**config.mk**
```make
export PLATFORM = sky130hd
export DESIGN_NAME = lcd_window_pixel_framer_top
export DESIGN_NICKNAME = d
export VERILOG_FILES = /design/src/rtl/lwpf_pkg.sv /design/src/rtl/lwpf_front.sv /design/src/rtl/lwpf_queue.sv /design/src/rtl/lwpf_back.sv /design/src/rtl/lcd_window_pixel_framer_top.sv
export SDC_FILE = /design/constraint.sdc
export NUM_CORES = 1
export LEC_CHECK = 0
export BUFFER_PORTS_ARGS = -buffer_cell sky130_fd_sc_hd__buf_2
export CORE_ASPECT_RATIO = 1.4
export CORE_MARGIN = 3
export CORE_UTILIZATION = 60
export DETAILED_ROUTE_END_ITERATION = 8
export GPL_ROUTABILITY_DRIVEN = 0
export PLACE_DENSITY_LB_ADDON = 0.1
export RECOVER_POWER = 100
export SLEW_MARGIN = 20
export SYNTH_ARGS = -nofsm -noshare
export SYNTH_HDL_FRONTEND = slang
export SYNTH_HIERARCHICAL = 1
export SYNTH_SLANG_ARGS = --single-unit
```
**constraint.sdc**
```tcl
create_clock -name clock -period 7.66 [get_ports clock]
set_clock_uncertainty 0.05 [all_clocks]
set_input_delay 1.532 -clock clock [delete_from_list [all_inputs] [get_ports clock]]
set_output_delay 1.532 -clock clock [all_outputs]
set_load 0.03 [all_outputs]
```
**src/rtl/lwpf_pkg.sv**
```systemverilog
`default_nettype none
// ----------------------------------------------------------------------------
// lwpf_pkg: shared types and constants of the LCD window pixel framer
// Action and status codes, DCS command bytes and the front/back work entry.
// ----------------------------------------------------------------------------
package lwpf_pkg;

   // input actions
   localparam logic [1:0] ACT_FILL_START   = 2'd0;
   localparam logic [1:0] ACT_STREAM_START = 2'd1;
   localparam logic [1:0] ACT_FILL_PIXEL   = 2'd2;
   localparam logic [1:0] ACT_STREAM_PIXEL = 2'd3;

   // result status
   localparam logic [1:0] ST_OK        = 2'd0;
   localparam logic [1:0] ST_EMPTY     = 2'd1;
   localparam logic [1:0] ST_REJECT    = 2'd2;
   localparam logic [1:0] ST_NO_WINDOW = 2'd3;

   // DCS commands
   localparam logic [7:0] CMD_COLUMN = 8'h2a;
   localparam logic [7:0] CMD_ROW    = 8'h2b;
   localparam logic [7:0] CMD_WRITE  = 8'h2c;

   // configuration register indexes
   localparam int unsigned CSR_INDEX_BITS = 2;
   localparam logic [CSR_INDEX_BITS-1:0] CSR_PANEL_SIZE = 2'd0;
   localparam logic [CSR_INDEX_BITS-1:0] CSR_PANEL_EN   = 2'd1;
   localparam int unsigned CSR_DATA_BITS = 11;
   localparam logic [10:0] PANEL_SIZE_RESET = 11'd240;

   // pixel counter
   localparam int unsigned CNT_BITS = 21;
   localparam logic [CNT_BITS-1:0] COUNT_MAX = {CNT_BITS{1'b1}};

   // work queue
   localparam int unsigned QDEPTH = 4;
   localparam int unsigned QPTR_BITS = $clog2(QDEPTH);

   // work kinds
   localparam logic [1:0] KIND_HDR  = 2'd0;
   localparam logic [1:0] KIND_PIX  = 2'd1;
   localparam logic [1:0] KIND_LONE = 2'd2;

   typedef struct packed {
      logic [1:0]  kind;
      logic [1:0]  status;
      logic [15:0] x1;
      logic [15:0] x2;
      logic [15:0] y1;
      logic [15:0] y2;
      logic [15:0] pix;    // first byte to send in [15:8]
      logic        done;
   } work_type;

endpackage
`default_nettype wire

```
**src/rtl/lwpf_front.sv**
```systemverilog
`default_nettype none
// ----------------------------------------------------------------------------
// lwpf_front: request classifier
// Holds the panel registers and window state, clips start rectangles and
// turns each accepted request into one work entry for the back end.
// ----------------------------------------------------------------------------
module lwpf_front #(
   parameter int unsigned COORD_BITS = 16,
   parameter int unsigned MAX_PANEL  = 1024
) (
   input  wire logic                                 clock,
   input  wire logic                                 reset,
   input  wire logic                                 req_valid,
   output      logic                                 req_stall,
   input  wire logic [1:0]                           req_action,
   input  wire logic [15:0]                          req_left,
   input  wire logic [15:0]                          req_top,
   input  wire logic [15:0]                          req_right,
   input  wire logic [15:0]                          req_bottom,
   input  wire logic [15:0]                          req_pixel_value,
   input  wire logic                                 csr_valid,
   input  wire logic [lwpf_pkg::CSR_INDEX_BITS-1:0]  csr_index,
   input  wire logic [lwpf_pkg::CSR_DATA_BITS-1:0]   csr_data,
   input  wire logic                                 q_full,
   output      logic                                 push_valid,
   output      lwpf_pkg::work_type                   push_entry
);
   import lwpf_pkg::*;

   localparam int unsigned SIZE_BITS = $clog2(MAX_PANEL + 1);
   localparam int unsigned CMPW = (COORD_BITS > SIZE_BITS) ? COORD_BITS : SIZE_BITS;
   localparam int unsigned PROD_BITS = (2 * SIZE_BITS > CNT_BITS) ? 2 * SIZE_BITS
                                                                  : CNT_BITS + 1;
   localparam logic [12:0] MAXP = 13'(MAX_PANEL);

   logic [10:0]          panel_size_ff;
   logic                 panel_en_ff;
   logic [CNT_BITS-1:0]  pixels_left_ff, pixels_left_in;
   logic                 fill_mode_ff, fill_mode_in;
   logic [15:0]          fill_colour_ff, fill_colour_in;
   logic                 mul_busy_ff, mul_busy_in;
   logic [SIZE_BITS-1:0] dx_ff, dx_in, dy_ff, dy_in;

   logic [SIZE_BITS-1:0] edge_s;
   logic [CMPW-1:0]      x1w, y1w, x2w, y2w, x2c, y2c, sw;
   logic [PROD_BITS-1:0] prod;
   logic                 accept, is_start, is_fill, off_panel, inverted;

   assign req_stall = q_full || mul_busy_ff;
   assign accept    = req_valid && !req_stall;
   assign is_start  = (req_action == ACT_FILL_START) || (req_action == ACT_STREAM_START);
   assign is_fill   = (req_action == ACT_FILL_START) || (req_action == ACT_FILL_PIXEL);

   // clamp panel edge into 1..MAX_PANEL
   always_comb begin
      if (panel_size_ff == 11'd0) begin
         edge_s = SIZE_BITS'(1);
      end else if (13'(panel_size_ff) > MAXP) begin
         edge_s = SIZE_BITS'(MAXP);
      end else begin
         edge_s = SIZE_BITS'(panel_size_ff);
      end
   end

   assign sw  = CMPW'(edge_s);
   assign x1w = CMPW'(req_left[COORD_BITS-1:0]);
   assign y1w = CMPW'(req_top[COORD_BITS-1:0]);
   assign x2w = CMPW'(req_right[COORD_BITS-1:0]);
   assign y2w = CMPW'(req_bottom[COORD_BITS-1:0]);
   assign x2c = (x2w >= sw) ? sw - CMPW'(1) : x2w;
   assign y2c = (y2w >= sw) ? sw - CMPW'(1) : y2w;
   assign off_panel = (x1w >= sw) || (y1w >= sw);
   assign inverted  = (x2c < x1w) || (y2c < y1w);

   assign prod = PROD_BITS'(dx_ff) * PROD_BITS'(dy_ff);

   always_comb begin
      pixels_left_in = pixels_left_ff;
      fill_mode_in   = fill_mode_ff;
      fill_colour_in = fill_colour_ff;
      mul_busy_in    = 1'b0;
      dx_in          = dx_ff;
      dy_in          = dy_ff;
      push_valid     = accept;
      push_entry     = '0;
      push_entry.kind   = KIND_LONE;
      push_entry.x1     = 16'(x1w);
      push_entry.x2     = 16'(x2c);
      push_entry.y1     = 16'(y1w);
      push_entry.y2     = 16'(y2c);

      // finish the window size in the cycle after its start
      if (mul_busy_ff) begin
         pixels_left_in = (prod > PROD_BITS'(COUNT_MAX)) ? COUNT_MAX
                                                         : prod[CNT_BITS-1:0];
      end

      if (accept) begin
         if (is_start) begin
            pixels_left_in = '0;
            if (!is_fill && !panel_en_ff) begin
               push_entry.status = ST_REJECT;
            end else if (off_panel) begin
               push_entry.status = is_fill ? ST_EMPTY : ST_REJECT;
            end else if (inverted) begin
               push_entry.status = ST_EMPTY;
            end else begin
               push_entry.kind = KIND_HDR;
               fill_mode_in    = is_fill;
               if (is_fill) begin
                  fill_colour_in = req_pixel_value;
               end
               dx_in       = SIZE_BITS'(x2c - x1w + CMPW'(1));
               dy_in       = SIZE_BITS'(y2c - y1w + CMPW'(1));
               mul_busy_in = 1'b1;
            end
         end else if (pixels_left_ff == '0 || fill_mode_ff != is_fill) begin
            push_entry.status = ST_NO_WINDOW;
         end else begin
            push_entry.kind = KIND_PIX;
            push_entry.done = (pixels_left_ff == CNT_BITS'(1));
            push_entry.pix  = is_fill ? fill_colour_ff
                                      : {req_pixel_value[7:0], req_pixel_value[15:8]};
            pixels_left_in  = pixels_left_ff - CNT_BITS'(1);
         end
      end
   end

   always_ff @(posedge clock) begin
      if (reset) begin
         panel_size_ff  <= PANEL_SIZE_RESET;
         panel_en_ff    <= 1'b0;
         pixels_left_ff <= '0;
         fill_mode_ff   <= 1'b0;
         fill_colour_ff <= '0;
         mul_busy_ff    <= 1'b0;
      end else begin
         if (csr_valid && csr_index == CSR_PANEL_SIZE) begin
            panel_size_ff <= csr_data;
         end
         if (csr_valid && csr_index == CSR_PANEL_EN) begin
            panel_en_ff <= csr_data[0];
         end
         pixels_left_ff <= pixels_left_in;
         fill_mode_ff   <= fill_mode_in;
         fill_colour_ff <= fill_colour_in;
         mul_busy_ff    <= mul_busy_in;
      end
   end

   always_ff @(posedge clock) begin
      dx_ff <= dx_in;
      dy_ff <= dy_in;
   end

   // size multiply busy is never set back to back
   a_mul_single : assert property (@(posedge clock) disable iff (reset)
      mul_busy_ff |=> !mul_busy_ff)
      else $error("window size multiply held for two cycles");

endmodule
`default_nettype wire

```
**src/rtl/lwpf_queue.sv**
```systemverilog
`default_nettype none
// ----------------------------------------------------------------------------
// lwpf_queue: work queue between classifier and byte sequencer
// Small register FIFO; head entry is presented directly from storage.
// ----------------------------------------------------------------------------
module lwpf_queue (
   input  wire logic               clock,
   input  wire logic               reset,
   input  wire logic               push_valid,
   input  wire lwpf_pkg::work_type push_entry,
   output      logic               q_full,
   output      logic               head_valid,
   output      lwpf_pkg::work_type head_entry,
   input  wire logic               pop
);
   import lwpf_pkg::*;

   work_type              entries_ff [QDEPTH];
   logic [QPTR_BITS-1:0]  wr_ptr_ff, rd_ptr_ff;
   logic [QPTR_BITS:0]    count_ff, count_in;
   logic                  do_push, do_pop;

   assign q_full     = (count_ff == (QPTR_BITS+1)'(QDEPTH));
   assign head_valid = (count_ff != '0);
   assign head_entry = entries_ff[rd_ptr_ff];
   assign do_push    = push_valid && !q_full;
   assign do_pop     = pop && head_valid;

   always_comb begin
      count_in = count_ff;
      if (do_push && !do_pop) begin
         count_in = count_ff + (QPTR_BITS+1)'(1);
      end else if (do_pop && !do_push) begin
         count_in = count_ff - (QPTR_BITS+1)'(1);
      end
   end

   always_ff @(posedge clock) begin
      if (reset) begin
         wr_ptr_ff <= '0;
         rd_ptr_ff <= '0;
         count_ff  <= '0;
      end else begin
         if (do_push) begin
            wr_ptr_ff <= wr_ptr_ff + QPTR_BITS'(1);
         end
         if (do_pop) begin
            rd_ptr_ff <= rd_ptr_ff + QPTR_BITS'(1);
         end
         count_ff <= count_in;
      end
   end

   always_ff @(posedge clock) begin
      if (do_push) begin
         entries_ff[wr_ptr_ff] <= push_entry;
      end
   end

endmodule
`default_nettype wire

```
**src/rtl/lwpf_back.sv**
```systemverilog
`default_nettype none
// ----------------------------------------------------------------------------
// lwpf_back: byte sequencer
// Walks the head work entry beat by beat into the registered result channel.
// ----------------------------------------------------------------------------
module lwpf_back (
   input  wire logic               clock,
   input  wire logic               reset,
   input  wire logic               head_valid,
   input  wire lwpf_pkg::work_type head_entry,
   output      logic               pop,
   output      logic               rsp_valid,
   input  wire logic               rsp_stall,
   output      logic [7:0]         rsp_data_byte,
   output      logic               rsp_is_data,
   output      logic               rsp_byte_valid,
   output      logic               rsp_last,
   output      logic [1:0]         rsp_status,
   output      logic               rsp_rect_done
);
   import lwpf_pkg::*;

   localparam logic [3:0] B_COL = 4'd0;
   localparam logic [3:0] B_X1H = 4'd1;
   localparam logic [3:0] B_X1L = 4'd2;
   localparam logic [3:0] B_X2H = 4'd3;
   localparam logic [3:0] B_X2L = 4'd4;
   localparam logic [3:0] B_ROW = 4'd5;
   localparam logic [3:0] B_Y1H = 4'd6;
   localparam logic [3:0] B_Y1L = 4'd7;
   localparam logic [3:0] B_Y2H = 4'd8;
   localparam logic [3:0] B_Y2L = 4'd9;
   localparam logic [3:0] B_WR  = 4'd10;
   localparam logic [3:0] B_PIX_FIRST = 4'd0;

   logic [3:0] beat_ff;
   logic       rsp_valid_ff;
   logic [7:0] data_ff, data_in;
   logic       dc_ff, dc_in, bv_ff, bv_in, last_ff, last_in, done_ff, done_in;
   logic [1:0] status_ff, status_in;
   logic       out_free, advance;

   assign out_free = !rsp_valid_ff || !rsp_stall;
   assign advance  = head_valid && out_free;
   assign pop      = advance && last_in;

   always_comb begin
      data_in   = 8'h00;
      dc_in     = 1'b1;
      bv_in     = 1'b1;
      last_in   = 1'b0;
      status_in = ST_OK;
      done_in   = 1'b0;
      case (head_entry.kind)
         KIND_HDR: begin
            case (beat_ff)
               B_COL: begin
                  data_in = CMD_COLUMN;
                  dc_in   = 1'b0;
               end
               B_X1H:   data_in = head_entry.x1[15:8];
               B_X1L:   data_in = head_entry.x1[7:0];
               B_X2H:   data_in = head_entry.x2[15:8];
               B_X2L:   data_in = head_entry.x2[7:0];
               B_ROW: begin
                  data_in = CMD_ROW;
                  dc_in   = 1'b0;
               end
               B_Y1H:   data_in = head_entry.y1[15:8];
               B_Y1L:   data_in = head_entry.y1[7:0];
               B_Y2H:   data_in = head_entry.y2[15:8];
               B_Y2L:   data_in = head_entry.y2[7:0];
               default: begin
                  data_in = CMD_WRITE;
                  dc_in   = 1'b0;
                  last_in = 1'b1;
               end
            endcase
         end
         KIND_PIX: begin
            if (beat_ff == B_PIX_FIRST) begin
               data_in = head_entry.pix[15:8];
            end else begin
               data_in = head_entry.pix[7:0];
               last_in = 1'b1;
               done_in = head_entry.done;
            end
         end
         default: begin
            // lone status result, no byte on the wire
            dc_in     = 1'b0;
            bv_in     = 1'b0;
            last_in   = 1'b1;
            status_in = head_entry.status;
         end
      endcase
   end

   always_ff @(posedge clock) begin
      if (reset) begin
         beat_ff      <= '0;
         rsp_valid_ff <= 1'b0;
      end else begin
         if (out_free) begin
            rsp_valid_ff <= head_valid;
         end
         if (advance) begin
            beat_ff <= last_in ? '0 : beat_ff + 4'd1;
         end
      end
   end

   always_ff @(posedge clock) begin
      if (advance) begin
         data_ff   <= data_in;
         dc_ff     <= dc_in;
         bv_ff     <= bv_in;
         last_ff   <= last_in;
         status_ff <= status_in;
         done_ff   <= done_in;
      end
   end

   assign rsp_valid      = rsp_valid_ff;
   assign rsp_data_byte  = data_ff;
   assign rsp_is_data    = dc_ff;
   assign rsp_byte_valid = bv_ff;
   assign rsp_last       = last_ff;
   assign rsp_status     = status_ff;
   assign rsp_rect_done  = done_ff;

   a_done_on_last : assert property (@(posedge clock) disable iff (reset)
      rsp_valid_ff && done_ff |-> last_ff && bv_ff)
      else $error("rect_done on a beat that is not a final pixel byte");

   a_lone_status : assert property (@(posedge clock) disable iff (reset)
      rsp_valid_ff && !bv_ff |-> last_ff && status_ff != ST_OK && data_ff == 8'h00)
      else $error("status-only beat malformed");

   a_beat_range : assert property (@(posedge clock) disable iff (reset)
      beat_ff <= B_WR)
      else $error("beat counter past header end");

endmodule
`default_nettype wire

```
**src/rtl/lcd_window_pixel_framer_top.sv**
```systemverilog
`default_nettype none
// ----------------------------------------------------------------------------
// lcd_window_pixel_framer_top: DCS window write framer for a 4-wire SPI panel
// Turns rectangle and pixel requests into command/parameter/pixel bytes.
// ----------------------------------------------------------------------------
// Usage:
//  - req_* channel: one beat per request (start fill, start stream, pixel).
//    A beat is taken when req_valid is high and req_stall is low.
//  - rsp_* channel: one beat per byte slot toward the SPI shifter; the
//    receiver holds rsp_stall high to keep the current beat.
//  - csr_* port: register writes, always ready; write only while idle.
//  - A request beat is stored in the work queue, then its first result beat is registered at the output.
//  - Throughput: a pixel request yields two beats, and the byte sequencer
//    sends one beat per cycle unless the receiver stalls.
//    A good start yields 11 beats; the classifier also stalls requests in the
//    cycle after it to multiply out the window size.
//  - A four-entry work queue separates classifier and sequencer, so requests
//    keep flowing while the receiver stalls until the queue fills.
//  - Reset: panel size 240, panel disabled, no pending window, queue empty.
// ----------------------------------------------------------------------------
module lcd_window_pixel_framer_top #(
   parameter int unsigned COORD_BITS = 16,
   parameter int unsigned MAX_PANEL  = 1024
) (
   input  wire logic                                 clock,
   input  wire logic                                 reset,
   // requests
   input  wire logic                                 req_valid,
   output      logic                                 req_stall,
   input  wire logic [1:0]                           req_action,
   input  wire logic [15:0]                          req_left,
   input  wire logic [15:0]                          req_top,
   input  wire logic [15:0]                          req_right,
   input  wire logic [15:0]                          req_bottom,
   input  wire logic [15:0]                          req_pixel_value,
   // results
   output      logic                                 rsp_valid,
   input  wire logic                                 rsp_stall,
   output      logic [7:0]                           rsp_data_byte,
   output      logic                                 rsp_is_data,
   output      logic                                 rsp_byte_valid,
   output      logic                                 rsp_last,
   output      logic [1:0]                           rsp_status,
   output      logic                                 rsp_rect_done,
   // configuration
   input  wire logic                                 csr_valid,
   output      logic                                 csr_ready,
   input  wire logic [lwpf_pkg::CSR_INDEX_BITS-1:0]  csr_index,
   input  wire logic [lwpf_pkg::CSR_DATA_BITS-1:0]   csr_data
);
   import lwpf_pkg::*;

   logic     q_full, push_valid, head_valid, pop;
   work_type push_entry, head_entry;

   // registers accept a write every cycle
   assign csr_ready = 1'b1;

   // front: classify requests, own the window state
   lwpf_front #(
      .COORD_BITS (COORD_BITS),
      .MAX_PANEL  (MAX_PANEL)
   ) u_front (
      .clock           (clock),
      .reset           (reset),
      .req_valid       (req_valid),
      .req_stall       (req_stall),
      .req_action      (req_action),
      .req_left        (req_left),
      .req_top         (req_top),
      .req_right       (req_right),
      .req_bottom      (req_bottom),
      .req_pixel_value (req_pixel_value),
      .csr_valid       (csr_valid && csr_ready),
      .csr_index       (csr_index),
      .csr_data        (csr_data),
      .q_full          (q_full),
      .push_valid      (push_valid),
      .push_entry      (push_entry)
   );

   // hold work between the two sides
   lwpf_queue u_queue (
      .clock      (clock),
      .reset      (reset),
      .push_valid (push_valid),
      .push_entry (push_entry),
      .q_full     (q_full),
      .head_valid (head_valid),
      .head_entry (head_entry),
      .pop        (pop)
   );

   // back: advance through the bytes of each entry
   lwpf_back u_back (
      .clock          (clock),
      .reset          (reset),
      .head_valid     (head_valid),
      .head_entry     (head_entry),
      .pop            (pop),
      .rsp_valid      (rsp_valid),
      .rsp_stall      (rsp_stall),
      .rsp_data_byte  (rsp_data_byte),
      .rsp_is_data    (rsp_is_data),
      .rsp_byte_valid (rsp_byte_valid),
      .rsp_last       (rsp_last),
      .rsp_status     (rsp_status),
      .rsp_rect_done  (rsp_rect_done)
   );

endmodule
`default_nettype wire

```
==> impl_metrics.tcl, run 1 <==
set metrics [dict create \
    setup_viol 0 \
    fillers 3135 \
    track_usage_pct 27.6 \
    num_io_pins 117 \
    ys.flop_type "edfxtp_1" \
    synthSimpleGateAreaFrac_pct 9.11 \
    hp-class "reg -> reg" \
    cts.htree.levels 2 \
    antenna_found_initial 1 \
    synth_mux_area_share_pct 10.5 \
    diodes 0 \
    yosys_warnings 6 \
    fin_crit_sh_pct 88.4 \
    slew_violations 315 \
    drt_pass1_iterations 5 \
    clk_latency_ns 0.57 \
    cp.required_ns 7.77 \
    drive_gt1_share_pct 12.1 \
    critPathTopFamily "simple AND/OR/NAND/NOR gates" \
    fin_tns_setup_ns 0 \
    multi_input_area_sq_um 11300 \
    synthAdderAreaFrac_pct 15.6 \
    fin_cells 2591 \
    maxCapViolCount 8 \
    syn_area_sq_um 25300 \
    grt_remaining_overflow 0 \
    regArea_sq_um 12600 \
    drc 0 \
    worstPathCellList "buf_2 > nand2_1 > inv_1 > inv_1 > nor2_1 > and2_0 > clkbuf_2" \
    routed_via_density 6.22 \
    grtUsageMet1_pct 33.4 \
    area_growth_syn_to_layout_pct 7.86 \
    leakagePower_nw 10.4 \
    core_area_sq_um 41400 \
    cts_tree "built" \
    timing_hold_violations_final 0 \
    cts.clk_slew.worst_paths_ns 0.06 \
    synth_compound_area_share_pct 7.35 \
    crit_buf_inv 4 \
    io_buffers 115 \
    final_nets 2379 \
    grt_max_degree 50 \
    start_kind "primary input" \
    die_x_um 180 \
    dieHeight_um 249 \
    rsz0062_at_grt "false" \
    power.density_nw_per_um2 263 \
    wl_per_cell_um 23.7 \
    cts_resized 0 \
    rows 88 \
    dp_hpwl_mm 43.9 \
    min_period_ns 6.77 \
    async_flop_share_pct 0 \
    start_util_pct 61.1 \
    drt_iter0_markers 1428 \
    final_util_pct 65.9 \
    cts_sinks 441 \
    synth_edf_count 376 \
    crit_fanout 47 \
    post_cts_buffers 0 \
    grt_most_used_layer "met2" \
    total_power_mw 7.19 \
    critical_path_arrival_ns 6.89 \
    min_path_cells 2 \
    violations "capacitance limit, slew limit" \
    synth_seq_cells 441 \
    vias 16112 \
    grt_pass1_vias 16679 \
    dpl.cell_count 2513 \
    critPathKind "in -> reg" \
    crit_cells 7 \
    slowest_delay_ns 2.89 \
    synth_top_family_by_area "adder cells" \
    synth_xor_area_share_pct 2.01 \
    met3_usage_pct 3.65 \
    hold_buffers 0 \
    avgSynthCellArea_sq_um 13.0 \
    slew_headroom_pct -165 \
    numCtsBuffers 43 \
    yosysSeqAreaShare_pct 49.8 \
    drt-total-wl_mm 61.5 \
    status "finished, violations left" \
    worst_pin_slew_ns 3.97 \
    yosys.cell_types.count 77 \
    max-vdd-ir-drop_mv 0.237 \
    slowest_stage "and2_0" \
    use_met2_pct 49.4 \
    cts_root_buf "clkbuf_16" \
    cpMostUsedCell "inv_1" \
    crit_path_end_kind "flop" \
    ctsLongestPathBuffers 3 \
    die_area_sq_um 44700 \
    syn_inst 1945 \
    ff2ff_path_depth 21 \
    grt_pass1_wl_mm 95.5 \
    ant_nets 0 \
    fmax_ghz 0.148 \
]
[synthesized netlist by cell type (20+ instances only)]
cell / instances / share of area (%)
o21ai_0: 54 / 1.1
xor2_1: 20 / 0.69
ha_1: 170 / 8.4
a21oi_1: 58 / 1.1
edfxtp_1: 376 / 45
dfxtp_1: 65 / 5.1
mux4_2: 85 / 7.6
xnor2_1: 38 / 1.3
nand2_1: 138 / 2.0
buf_2: 22 / 0.44
and2_1: 80 / 2.0
buf_4: 47 / 1.4
nor2_1: 91 / 1.3
mux2i_1: 52 / 2.1
clkbuf_1: 45 / 0.67
fa_1: 91 / 7.2
inv_1: 170 / 2.5
[metal layers]
layer  wire [um]  share of wire, %
met1       22700                37
met2       32200                52
met3        3550               5.8
met4        3100               5.0
met5           0                 0
[stage by stage]
stage	hold slack [ns]	worst slack (ns)	area (sq um)
6_report	0.445	0.887	27300
5_1_grt	0.465	0.262	27300
4_1_cts	0.440	1.14	27400
3_5_place_dp	0.430	1.10	26000
3_3_place_gp	0.422	1.10	26000
2_1_floorplan	0.397	0.647	25400
[worst reg2reg max path, delay by kind of cell, from the launching register on]
family          cells  cell delay [ns]
compound gates      7             1.38
flops               1             0.35
buf+inv             3             1.02
mux                 1             0.44
fa+ha+maj           2             0.50
simple gates        8             2.69
[registers in the layout, summed over array words and instances, names as in the netlist, 2 cells and up, named ones only]
name,flops
u_front/dx_ff,11
u_front/pixels_left_ff,21
u_queue/count_ff,3
u_back/rsp_data_byte,8
u_queue/entries_ff,340
u_queue/rd_ptr_ff,2
u_front/panel_size_ff,11
u_front/dy_ff,11
u_back/beat_ff,4
u_front/fill_colour_ff,16
u_back/rsp_status,2
u_queue/wr_ptr_ff,2
[cells in the final DEF (no fill, tap or decap), drive strengths merged, types with 20 or more instances in the layout]
master,synthesis,routed
o21ai,56,56
fa,91,91
xnor2,38,38
mux4,85,85
buf,82,75
nor2,91,91
dfxtp,65,65
mux2i,52,52
a21oi,58,58
conb,2,21
edfxtp,376,376
and2,80,80
clkbuf,46,112
xor2,20,20
nand2,138,138
ha,170,170
inv,170,175
[power by group]
part / total (mW) / internal (mW) / leakage, nW / switching (mW)
Sequential: 3.18 / 3.03 / 3.97 / 0.147
Clock: 2.11 / 1.20 / 0.695 / 0.910
Combinational: 1.90 / 0.733 / 5.79 / 1.17
Total: 7.19 / 4.96 / 10.4 / 2.23
[path summary, 6_finish.rpt]
path	slack, ns	start	endpoint
worst max-delay path	0.89	req_valid	u_queue/entries_ff[3][17]
worst min-delay path	0.44	u_front/panel_size_ff[8]	u_front/panel_size_ff[8]
worst max register to register	0.90	u_front/panel_size_ff[7]	u_front/dx_ff[4]
worst min register to register	0.44	u_front/panel_size_ff[8]	u_front/panel_size_ff[8]
[cells by family after synthesis]
kind of cell	Yosys count
muxes	156
DFF	441
adders and majority gates	261
buffers and inverters	298
other	2
and+or+nand+nor	456
AOI/OAI and AO/OA	273
xor gates and xnor gates	58
[final cells by class]
cell class / instances / share of cell area, %
Clock buffer: 50 / 4.11
Clock inverter: 28 / 1.02
Inverter: 170 / 2.34
Multi-Input combinational cell: 1225 / 41.6
Sequential cell: 441 / 46.1
Tap cell: 540 / 2.48
Timing Repair Buffer: 137 / 2.34
Power figures use the tool's default switching activity.
==> run 2, diff against run 1 <==
CELL_PAD_IN_SITES_DETAIL_PLACEMENT = 1   (was not set)
CELL_PAD_IN_SITES_GLOBAL_PLACEMENT = 1   (was not set)
CORE_UTILIZATION = 52   (was 60)
==> impl_metrics.tcl, run 2 (synthesis gave the netlist of run 1 again) <==
set metrics [dict create \
    status "finished, violations left" \
    violations "capacitance limit, slew limit" \
    track_usage_pct 27.1 \
    hp-class "reg -> reg" \
    num_io_pins 117 \
    drive_gt1_share_pct 12.0 \
    timing_hold_violations_final 0 \
    ant_nets 0 \
    slowest_delay_ns 0.61 \
    area_growth_syn_to_layout_pct 8.50 \
    cts.htree.levels 2 \
    cts.clk_slew.worst_paths_ns 0.06 \
    grt_pass1_vias 17629 \
    io_buffers 115 \
    multi_input_area_sq_um 11400 \
    grt_max_degree 54 \
    r2r_start "u_front/panel_size_ff[7]" \
    diodes 0 \
    largestRegisters "u_queue/entries_ff: 340 flops, u_front/pixels_left_ff: 21 flops, u_front/fill_colour_ff: 16 flops" \
    slew_violations 420 \
    crit_path_end "u_front/dx_ff[2]" \
    total_power_mw 7.30 \
    die_x_um 192 \
    maxCapViolCount 10 \
    fillers 4857 \
    ff2ff_path_depth 21 \
    drt-total-wl_mm 68.0 \
    fin_crit_sh_pct 91.0 \
    r2r-end "u_front/dx_ff[2]" \
    regArea_sq_um 12600 \
    largest_register_ffs 340 \
    min_period_ns 6.97 \
    antenna_found_initial 0 \
    dieHeight_um 267 \
    hold_buffers 0 \
    final_common_cell "edfxtp_1" \
    leakagePower_nw 10.5 \
    grt_pass1_wl_mm 105 \
    clk_latency_ns 0.56 \
    rows 95 \
    fmax_ghz 0.143 \
    fin_tns_setup_ns 0 \
    final_cell_mix "376 x edfxtp_1, 170 x inv_1, 170 x ha_1" \
    cp.required_ns 7.84 \
    start_util_pct 52.7 \
    post_cts_buffers 0 \
    slowest_stage "nor4_1" \
    dp_hpwl_mm 49.8 \
    drt_pass1_iterations 5 \
    worst_pin_slew_ns 4.32 \
    rsz0062_at_grt "false" \
    wl_per_cell_um 25.4 \
    drt_iter0_markers 983 \
    start_kind "flop" \
    power.density_nw_per_um2 266 \
    cts_resized 0 \
    max-vdd-ir-drop_mv 0.217 \
    routed_via_density 5.96 \
    crit_path_end_kind "flop" \
    grt_remaining_overflow 0 \
    vias 15968 \
    drc 0 \
    slew_headroom_pct -188 \
    setup_viol 0 \
    rrSetupSlack_ns 0.69 \
    final_nets 2379 \
    critPathKind "reg -> reg" \
    core_area_sq_um 48000 \
    top_register "u_queue/entries_ff" \
    cts_tree "built" \
    cts_root_buf "clkbuf_16" \
    crit_fanout 23 \
    die_area_sq_um 51400 \
    numCtsBuffers 43 \
    critical_path_arrival_ns 7.15 \
    worstPathCellList "or4_1 > nor4_1 > o21ai_0 > inv_1 > ha_1 > nand2b_1 > a21o_1 > a21o_1 > a211oi_1 > o2111a_1 > nor2_1 > clkbuf_1 > mux2_2 > ha_1 > nand4_1 > nor3_1 > a21boi_0 > o21ai_0 > nor4_1 > nor3b_2 > buf_4" \
    cts_sinks 441 \
    ctsLongestPathBuffers 3 \
    cp-startpoint "u_front/panel_size_ff[7]" \
]
[run 2: changes by cell type in the layout (fill, tap and decap cells not counted), sizes merged]
cell	change
inv	-4
clkinv	-8
clkbuf	+8
bufinv	+2
clkinvlp	-1
buf	+1
[run 2: final cells by class]
| class | count | share of cell area (%) |
|---|---|---|
| Multi-Input combinational cell | 1225 | 41.3 |
| Timing Repair Buffer | 137 | 2.34 |
| Sequential cell | 441 | 45.9 |
| Clock buffer | 59 | 4.25 |
| Tap cell | 630 | 2.87 |
| Clock inverter | 17 | 1.00 |
| Inverter | 170 | 2.32 |
[run 2: routing by layer]
metal | wire length [um] | track usage, % | vias to the layer above
met3 | 2110 | 2.44 | 126
li1 | - | - | 7208
met4 | 2690 | 9.75 | 0
met5 | 0 | 0 | -
met1 | 25900 | 31.9 | 8292
met2 | 37300 | 51.0 | 342
[run 2: critical path, delay by kind of cell (launching register included)]
kind	cells	cell delay [ns]
simple gates	8	2.72
compound gates	7	1.45
buf+inv	3	1.08
fa+ha+maj	2	0.51
mux	1	0.45
flops	1	0.35
[run 2: per-stage QoR]
step	util [%]	instances	setup slack (ns)	instance area [sq um]	hold WS, ns
2_1_floorplan	-	1964	0.647	25400	0.397
3_3_place_gp	54.4	2603	0.928	26100	0.422
3_5_place_dp	54.4	2603	0.880	26100	0.435
4_1_cts	57.4	2679	0.963	27600	0.443
5_1_grt	57.2	2679	0.279	27500	0.467
6_report	57.2	2679	0.688	27500	0.442
[run 2: worst min-delay path by stage]
stage / from / endpoint / slack [ns] / cells after the start
global placement: u_front/fill_colour_ff[1] / u_front/fill_colour_ff[1] / 0.42 / 2
floorplan: u_front/panel_size_ff[0] / u_front/panel_size_ff[0] / 0.40 / 2
finish: u_front/panel_size_ff[8] / u_front/panel_size_ff[8] / 0.44 / 2
global route: u_front/panel_size_ff[8] / u_front/panel_size_ff[8] / 0.47 / 2
CTS: u_front/panel_size_ff[8] / u_front/panel_size_ff[8] / 0.44 / 2
detailed placement: u_front/panel_size_ff[8] / u_front/panel_size_ff[8] / 0.43 / 2
[run 2: power breakdown]
part	internal (mW)	leakage [nW]	switching, mW	total, mW
combinational	0.736	5.79	1.21	1.94
clock	1.28	0.697	0.895	2.17
sequential	3.03	3.97	0.157	3.19
